--- config.mk ---
export PLATFORM = sky130hd
export DESIGN_NAME = range_filtered_top_k_selector_core
export DESIGN_NICKNAME = d
export VERILOG_FILES = /design/src/rtl/rftk_pkg.sv /design/src/rtl/rftk_ctrl.sv /design/src/rtl/rftk_dp.sv /design/src/rtl/range_filtered_top_k_selector_core.sv
export SDC_FILE = /design/constraint.sdc
export NUM_CORES = 2
export LEC_CHECK = 0
export BUFFER_PORTS_ARGS = -buffer_cell sky130_fd_sc_hd__buf_4
export CAP_MARGIN = 20
export CORE_MARGIN = 2
export CORE_UTILIZATION = 30
export DETAILED_ROUTE_END_ITERATION = 10
export PLACE_DENSITY_LB_ADDON = 0.25
export SETUP_SLACK_MARGIN = 0.15
export SLEW_MARGIN = 0
export SYNTH_ARGS = -nofsm -noshare
export SYNTH_HDL_FRONTEND = slang
export SYNTH_SLANG_ARGS = --single-unit
--- constraint.sdc ---
create_clock -name clk -period 8.9 [get_ports clk]
set_input_delay 0.89 -clock clk [delete_from_list [all_inputs] [get_ports clk]]
set_output_delay 0.89 -clock clk [all_outputs]
set_load 0.01 [all_outputs]
--- src/rtl/rftk_pkg.sv ---
// Shared types and constants of the range-filtered top-k selector.
package rftk_pkg;

    // Store depth and derived widths
    localparam int MAX_K     = 16;
    localparam int CNT_W     = $clog2(MAX_K + 1);
    localparam int SCORE_W   = 32;
    localparam int ID_W      = 32;
    localparam int K_W       = 5;
    localparam int CFG_IDX_W = 2;
    localparam int CFG_W     = 32;

    // Configuration register indexes
    localparam logic [CFG_IDX_W-1:0] CFG_SCORE_MIN = 2'd0;
    localparam logic [CFG_IDX_W-1:0] CFG_SCORE_MAX = 2'd1;
    localparam logic [CFG_IDX_W-1:0] CFG_BEST_K    = 2'd2;

    // Configuration reset values
    localparam logic signed [SCORE_W-1:0] SCORE_MIN_RST = -32'sd1966080;
    localparam logic signed [SCORE_W-1:0] SCORE_MAX_RST = 32'sd0;
    localparam logic [K_W-1:0]            BEST_K_RST    = 5'd16;

    // Action codes
    localparam logic ACT_OFFER = 1'b0;
    localparam logic ACT_FLUSH = 1'b1;

    // Candidate word
    typedef struct packed {
        logic                      action;
        logic                      has_score;
        logic signed [SCORE_W-1:0] score;
        logic [ID_W-1:0]           item_id;
    } rftk_cand_t;

    // Result word
    typedef struct packed {
        logic [ID_W-1:0]           item_id_res;
        logic signed [SCORE_W-1:0] score_res;
        logic                      last;
        logic                      empty_res;
    } rftk_res_t;

    // Controller states
    typedef enum logic [1:0] {
        ST_IDLE,
        ST_DRAIN,
        ST_EMPTY
    } rftk_state_t;

    // Commands from controller to datapath
    typedef struct packed {
        logic offer;
        logic drain;
        logic empty;
    } rftk_cmd_t;

    // Status from datapath to controller
    typedef struct packed {
        logic slot_free;
        logic cnt_zero;
        logic cnt_one;
    } rftk_sts_t;

endpackage

--- src/rtl/rftk_ctrl.sv ---
// Controller state machine of the top-k selector: accepts words, sequences flushes.
module rftk_ctrl
(
    input  logic              clk,
    input  logic              rst_n,
    input  logic              cand_valid,
    input  logic              cand_action,
    input  rftk_pkg::rftk_sts_t sts,
    output logic              cand_stall,
    output rftk_pkg::rftk_cmd_t cmd
);

    rftk_pkg::rftk_state_t state_reg;
    rftk_pkg::rftk_state_t state_next;

    // State register
    always_ff @(posedge clk or negedge rst_n)
    begin
        if (!rst_n)
        begin
            state_reg <= rftk_pkg::ST_IDLE;
        end
        else
        begin
            state_reg <= state_next;
        end
    end

    // Next state
    always_comb
    begin
        state_next = state_reg;
        case (state_reg)
            rftk_pkg::ST_IDLE:
            begin
                if (cand_valid && cand_action == rftk_pkg::ACT_FLUSH)
                begin
                    state_next = sts.cnt_zero ? rftk_pkg::ST_EMPTY : rftk_pkg::ST_DRAIN;
                end
            end
            rftk_pkg::ST_DRAIN:
            begin
                // last entry leaves the store
                if (sts.slot_free && sts.cnt_one)
                begin
                    state_next = rftk_pkg::ST_IDLE;
                end
            end
            rftk_pkg::ST_EMPTY:
            begin
                if (sts.slot_free)
                begin
                    state_next = rftk_pkg::ST_IDLE;
                end
            end
            default:
            begin
                state_next = rftk_pkg::ST_IDLE;
            end
        endcase
    end

    // Outputs
    always_comb
    begin
        cand_stall = 1'b1;
        cmd        = '0;
        case (state_reg)
            rftk_pkg::ST_IDLE:
            begin
                cand_stall = 1'b0;
                cmd.offer  = cand_valid && (cand_action == rftk_pkg::ACT_OFFER);
            end
            rftk_pkg::ST_DRAIN:
            begin
                cmd.drain = sts.slot_free;
            end
            rftk_pkg::ST_EMPTY:
            begin
                cmd.empty = sts.slot_free;
            end
            default:
            begin
                cand_stall = 1'b1;
            end
        endcase
    end

endmodule

--- src/rtl/rftk_dp.sv ---
// Datapath of the top-k selector: config registers, sorted insertion row, result register.
module rftk_dp
(
    input  logic                                 clk,
    input  logic                                 rst_n,
    input  logic                                 cfg_we,
    input  logic [rftk_pkg::CFG_IDX_W-1:0]       cfg_index,
    input  logic [rftk_pkg::CFG_W-1:0]           cfg_data,
    input  rftk_pkg::rftk_cand_t                 cand,
    input  rftk_pkg::rftk_cmd_t                  cmd,
    input  logic                                 res_stall,
    output rftk_pkg::rftk_sts_t                  sts,
    output logic                                 res_valid,
    output rftk_pkg::rftk_res_t                  res
);

    localparam int MK = rftk_pkg::MAX_K;
    localparam int CW = rftk_pkg::CNT_W;

    // Configuration
    logic signed [rftk_pkg::SCORE_W-1:0] score_min_reg;
    logic signed [rftk_pkg::SCORE_W-1:0] score_max_reg;
    logic [rftk_pkg::K_W-1:0]            best_k_reg;

    // Sorted store, entry 0 holds the lowest score
    logic signed [rftk_pkg::SCORE_W-1:0] score_reg  [MK];
    logic signed [rftk_pkg::SCORE_W-1:0] score_next [MK];
    logic [rftk_pkg::ID_W-1:0]           id_reg     [MK];
    logic [rftk_pkg::ID_W-1:0]           id_next    [MK];
    logic [CW-1:0]                       cnt_reg;
    logic [CW-1:0]                       cnt_next;

    // Result register
    logic                res_valid_reg;
    logic                res_valid_next;
    rftk_pkg::rftk_res_t res_reg;
    rftk_pkg::rftk_res_t res_next;

    logic [MK-1:0] held;
    logic [MK-1:0] le;
    logic [CW-1:0] k_eff;
    logic          below_k;
    logic          in_range;
    logic          admit;

    // Configuration registers
    always_ff @(posedge clk or negedge rst_n)
    begin
        if (!rst_n)
        begin
            score_min_reg <= rftk_pkg::SCORE_MIN_RST;
            score_max_reg <= rftk_pkg::SCORE_MAX_RST;
            best_k_reg    <= rftk_pkg::BEST_K_RST;
        end
        else if (cfg_we)
        begin
            case (cfg_index)
                rftk_pkg::CFG_SCORE_MIN: score_min_reg <= $signed(cfg_data);
                rftk_pkg::CFG_SCORE_MAX: score_max_reg <= $signed(cfg_data);
                rftk_pkg::CFG_BEST_K:    best_k_reg    <= cfg_data[rftk_pkg::K_W-1:0];
                default:                 ;
            endcase
        end
    end

    // Effective limit: zero acts as one, saturates at store size
    always_comb
    begin
        if (best_k_reg == '0)
        begin
            k_eff = CW'(1);
        end
        else if (int'(best_k_reg) > MK)
        begin
            k_eff = CW'(MK);
        end
        else
        begin
            k_eff = CW'(best_k_reg);
        end
    end

    // Per-entry compare: held entries whose score is at or below the candidate
    always_comb
    begin
        for (int i = 0; i < MK; i++)
        begin
            held[i] = (CW'(i) < cnt_reg);
            le[i]   = held[i] && (score_reg[i] <= cand.score);
        end
    end

    // Admission: in range, and room left or strictly below the worst entry
    assign below_k  = (cnt_reg < k_eff);
    assign in_range = !(cand.score > score_max_reg) && !(cand.score < score_min_reg);
    assign admit    = cand.has_score && in_range && (below_k || |(held & ~le));

    // Store next state: insert-and-shift up, or shift down on drain
    always_comb
    begin
        score_next = score_reg;
        id_next    = id_reg;
        cnt_next   = cnt_reg;
        if (cmd.offer && admit)
        begin
            if (!le[0])
            begin
                score_next[0] = cand.score;
                id_next[0]    = cand.item_id;
            end
            for (int i = 1; i < MK; i++)
            begin
                if (!le[i])
                begin
                    if (le[i-1])
                    begin
                        score_next[i] = cand.score;
                        id_next[i]    = cand.item_id;
                    end
                    else
                    begin
                        score_next[i] = score_reg[i-1];
                        id_next[i]    = id_reg[i-1];
                    end
                end
            end
            // a full store drops its worst entry, count unchanged
            if (below_k)
            begin
                cnt_next = cnt_reg + CW'(1);
            end
        end
        else if (cmd.drain)
        begin
            for (int i = 0; i < MK - 1; i++)
            begin
                score_next[i] = score_reg[i+1];
                id_next[i]    = id_reg[i+1];
            end
            cnt_next = cnt_reg - CW'(1);
        end
    end

    // Store payload, no reset needed
    always_ff @(posedge clk)
    begin
        score_reg <= score_next;
        id_reg    <= id_next;
    end

    always_ff @(posedge clk or negedge rst_n)
    begin
        if (!rst_n)
        begin
            cnt_reg <= '0;
        end
        else
        begin
            cnt_reg <= cnt_next;
        end
    end

    // Result register load
    always_comb
    begin
        res_next       = res_reg;
        res_valid_next = res_valid_reg && res_stall;
        if (cmd.drain)
        begin
            res_next.item_id_res = id_reg[0];
            res_next.score_res   = score_reg[0];
            res_next.last        = (cnt_reg == CW'(1));
            res_next.empty_res   = 1'b0;
            res_valid_next       = 1'b1;
        end
        else if (cmd.empty)
        begin
            res_next.item_id_res = '0;
            res_next.score_res   = '0;
            res_next.last        = 1'b1;
            res_next.empty_res   = 1'b1;
            res_valid_next       = 1'b1;
        end
    end

    always_ff @(posedge clk or negedge rst_n)
    begin
        if (!rst_n)
        begin
            res_valid_reg <= 1'b0;
        end
        else
        begin
            res_valid_reg <= res_valid_next;
        end
    end

    always_ff @(posedge clk)
    begin
        res_reg <= res_next;
    end

    // Status to controller
    assign sts.slot_free = !res_valid_reg || !res_stall;
    assign sts.cnt_zero  = (cnt_reg == '0);
    assign sts.cnt_one   = (cnt_reg == CW'(1));

    assign res_valid = res_valid_reg;
    assign res       = res_reg;

endmodule

--- src/rtl/range_filtered_top_k_selector_core.sv ---
// Top level of the range-filtered top-k selector: controller plus datapath.
//
//   channel | signals                          | carries
//   --------+----------------------------------+-------------------------------
//   cand    | cand_valid, cand_stall, cand     | offer or flush word in
//   res     | res_valid, res_stall, res        | kept entries, ascending score
//   cfg     | cfg_we, cfg_index, cfg_data      | score_min, score_max, best_k
//
// Compare and shift across all entries are combinational, so offer words
// stream one per cycle while cand_stall is low.
// A flush sends the held entries out of the result register one word per
// cycle, paced by res_stall; an empty flush sends one word with empty_res
// and last set. cand_stall is high while a flush drains.
// rst_n clears the configuration to its defaults and empties the store.
module range_filtered_top_k_selector_core
(
    input  logic                           clk,
    input  logic                           rst_n,
    input  logic                           cand_valid,
    output logic                           cand_stall,
    input  rftk_pkg::rftk_cand_t           cand,
    output logic                           res_valid,
    input  logic                           res_stall,
    output rftk_pkg::rftk_res_t            res,
    input  logic                           cfg_we,
    input  logic [rftk_pkg::CFG_IDX_W-1:0] cfg_index,
    input  logic [rftk_pkg::CFG_W-1:0]     cfg_data
);

    rftk_pkg::rftk_cmd_t cmd;
    rftk_pkg::rftk_sts_t sts;

    rftk_ctrl u_ctrl
    (
        .clk         (clk),
        .rst_n       (rst_n),
        .cand_valid  (cand_valid),
        .cand_action (cand.action),
        .sts         (sts),
        .cand_stall  (cand_stall),
        .cmd         (cmd)
    );

    rftk_dp u_dp
    (
        .clk       (clk),
        .rst_n     (rst_n),
        .cfg_we    (cfg_we),
        .cfg_index (cfg_index),
        .cfg_data  (cfg_data),
        .cand      (cand),
        .cmd       (cmd),
        .res_stall (res_stall),
        .sts       (sts),
        .res_valid (res_valid),
        .res       (res)
    );

endmodule
==> run summary <==
Tmin final: 6470 ps
crit path buf inv count: 5
Post-CTS Setup Bufs: 0
synth top area cells: edfxtp_1, mux2_2, ha_1, dfrtp_1, o21ai_0
CP startpoint: cand[44]
Max clock buf depth: 3
fin area: 0.0820 mm2
LEAKAGE: 30.1 nW
Top FF cell, synth: edfxtp_1
DP Wirelength: 145 mm
Yosys reg bits: 1,167
Top-Level Pins: 173
H-tree depth: 4
drt initial violations: 3,553
sequential area share after synthesis: 48.0%
DRT antenna net count: 0
CP arrival: 7000 ps
Hold WS: 326 ps
cell chain of the critical path: buf_4 > inv_1 > buf_4 > ha_1 > nand4_1 > nor4_1 > a21boi_1 > o31ai_1 > and4_1 > mux2_2 > nor4_1 > nand4_1 > o31a_2 > buf_4 > buf_4 > mux2_2
Most common cell on crit path: buf_4
final worst path period share: 72.7%
DRT Pass-1 Iters: 5
vias in the first global route: 47,300
WL final: 215 mm
pre-CTS WS: 1830 ps
Mean Syn Cell Area: 13.1 um2
reg2reg start: u_dp.score_reg[510]
final hold violation count: 0
vias per std cell: 5.23
first-pass GRT wire length: 318 mm
r2r setup slk: 2890 ps
RSZ-0062 raised after global routing: no
PwrDens: 367 mW/mm2
Synth area leader: edfxtp_1
Post-synth EDFFs: 1,089
All-Layer GR Usage: 17.2%
Peak Freq: 155 MHz
xor/xnor share of the synthesized area: 0.158%
CP Class: in -> reg
Area after DPL: 0.0774 mm2
Slew Viols, Final: 0
slew margin rel.: 22.5%
Die X: 495 um
Distinct cells, synth: 71
initial antenna violation count: 9
die area: 0.245 mm2
Die Y: 495 um
Crit. End Element: flip-flop
adder-cell share of the synthesized area: 10.1%
core area: 0.240 mm2
residual DRC count: 0
cells on worst reg2reg path: 13
Area growth syn-to-layout: 13.5%
HP Class: in -> reg
TritonCTS clock tree: done
Data required, critical path: 9430 ps
Critical Path Stages: 16
CP peak stage delay: 820 ps
Synth Instances: 5,496
Fin Setup TNS: 0 ps
CTS sink count: 1,167
Critical Path End: u_dp.score_reg[438]
site row count: 180
mapped cell area: 0.0722 mm2
# fillers: 23,400
post-synthesis mux area share: 28.1%
worst setup margin: 2430 ps
worst skew pair latency: 800 ps
largest delay contributor family on the critical path: simple AND/OR/NAND/NOR gates
Worst-path clk slew: 60 ps
critical path launch point type: input port
compound-cell area share of the yosys netlist: 5.96%
DP Cell Count: 8,643
asr flop ratio synth: 6.60%
Finished Layout Cells: 8,895
share of layout cells above drive strength 1: 38.8%
Max-Cap Viols: 0
Worst Path Max Fanout: 49
R2R Path End: u_dp.score_reg[438]
worst-margin pin slew: 1160 ps
Initial Utilization: 30.1%
CP max-delay cell: nor4_1
total gr overflow: 0
CTS Buf Count: 142
run status: finished, final reports clean
wire per inst: 24.2 um
Mapped Nets: 6,184
VDD IR max: 0.686 mV
Synth top area share: 45.3%
largest family of logic cells by synthesized area: multiplexers
clock skew: 34.6 ps
root buffer cell: clkbuf_16
global placement routability congestion: 0.836
warnings from Yosys: 0
nets: 6,293
PortBufs: 172
final setup fails: 0
largest net degree at the start of global routing: 148
post-synthesis simple-gate area fraction: 5.09%
via count: 46,500
[worst register-to-register path, cell delays in order (launching register included)]
cell and delay (ps):
edfxtp_1 540, ha_1 430, nand4_1 100, or2_2 320, nor3_1 400, o31a_1 200
o21ai_0 230, o21ai_0 450, o21ai_0 170, a21oi_1 380, o31a_2 780, buf_4 720
buf_4 600, mux2_2 410
[stage by stage]
step / total power [mW] / util, %
floorplan: 19.6 / -
global placement: 24.2 / 32.3
detailed placement: 24.4 / 32.3
CTS: 30.3 / 34.2
global route: 31.9 / 34.2
finish: 30.1 / 34.2
[layer usage]
layer | global-route usage [%] | up-vias | wire (um)
li1 | - | 21500 | -
met1 | 24.4 | 23700 | 103000
met2 | 27.4 | 1026 | 97500
met3 | 2.55 | 260 | 9420
met4 | 4.25 | 10 | 4980
met5 | 0 | - | 67
[Yosys cell counts, drive strengths merged, types with 6 or more instances]
| cell | instances |
|---|---|
| a21boi | 9 |
| o31ai | 6 |
| o31a | 7 |
| buf | 112 |
| clkbuf | 210 |
| a31oi | 7 |
| a211oi | 25 |
| ha | 583 |
| a21o | 63 |
| dfrtp | 64 |
| a221oi | 10 |
| a21oi | 224 |
| nand2b | 12 |
| and4 | 19 |
| o211ai | 26 |
| edfxtp | 1089 |
| nand2 | 296 |
| o21a | 7 |
| nor2b | 23 |
| mux2 | 1774 |
| dfstp | 13 |
| inv | 131 |
| nand3 | 67 |
| and2 | 67 |
| nor4 | 21 |
| nor3 | 26 |
| xnor2 | 8 |
| a221o | 9 |
| mux2i | 31 |
| o21ai | 302 |
| or2 | 7 |
| nor2 | 68 |
| nand4 | 113 |
[cell families (layout without fill, tap and decap cells)]
group | Yosys count | after routing
xor gates and xnor gates | 13 | 13
DFF | 1167 | 1167
adders and majority gates | 583 | 583
muxes | 1805 | 1805
buffers and inverters | 453 | 665
AOI/OAI and AO/OA | 734 | 734
and+or+nand+nor | 741 | 741
other | 0 | 2
[worst min path at each step]
stage / from / end / slack [ps] / depth (start not counted)
global placement: u_dp.res[0] / u_dp.res[0] / 450 / 2
global route: cfg_data[11] / u_dp.score_min_reg[11] / 290 / 3
CTS: cfg_data[11] / u_dp.score_min_reg[11] / 270 / 3
detailed placement: u_dp.res[0] / u_dp.res[0] / 460 / 2
finish: cfg_data[14] / u_dp.score_min_reg[14] / 330 / 3
floorplan: u_dp.res[0] / u_dp.res[0] / 470 / 2
[power by group]
| group | switching, mW | internal [mW] | leakage (nW) |
|---|---|---|---|
| Sequential | 1.75 | 9.37 | 11.5 |
| Combinational | 7.18 | 6.06 | 16.4 |
| Clock | 2.48 | 3.28 | 2.18 |
[timing repair]
item | 4_1_cts | 5_1_grt
hold buffers | 1 | 0
endpoints found under the setup margin | 0 | 0
resized for setup | 0 | 0
hold endpoints to repair | 10 | 0
[cells in the final DEF (no fill, tap or decap), drive strengths merged, types with 9 or more instances in the layout]
cell type	instances
a21boi	9
a221oi	10
mux2	1774
nor2	68
bufinv	9
nor3	26
mux2i	31
o21ai	302
nand3	67
clkinv	48
dfstp	13
buf	285
nand2b	12
nor2b	23
nand4	113
ha	583
a221o	9
nor4	21
nand2	296
dfrtp	64
a21o	63
a21oi	224
and4	19
edfxtp	1089
and2	67
o211ai	26
inv	137
clkbuf	184
a211oi	25
[layout make-up]
class	instances	area, um2	area share (%)
antenna	2	5.00	0.00611
clock buffer	183	3780	4.61
clock inverter	64	718	0.876
inverter	131	492	0.600
multi-input combinational	3876	36000	43.9
sequential	1167	34700	42.3
tap	3185	3990	4.86
timing repair buffer	287	2330	2.84
(Power assumes the default switching activity.)
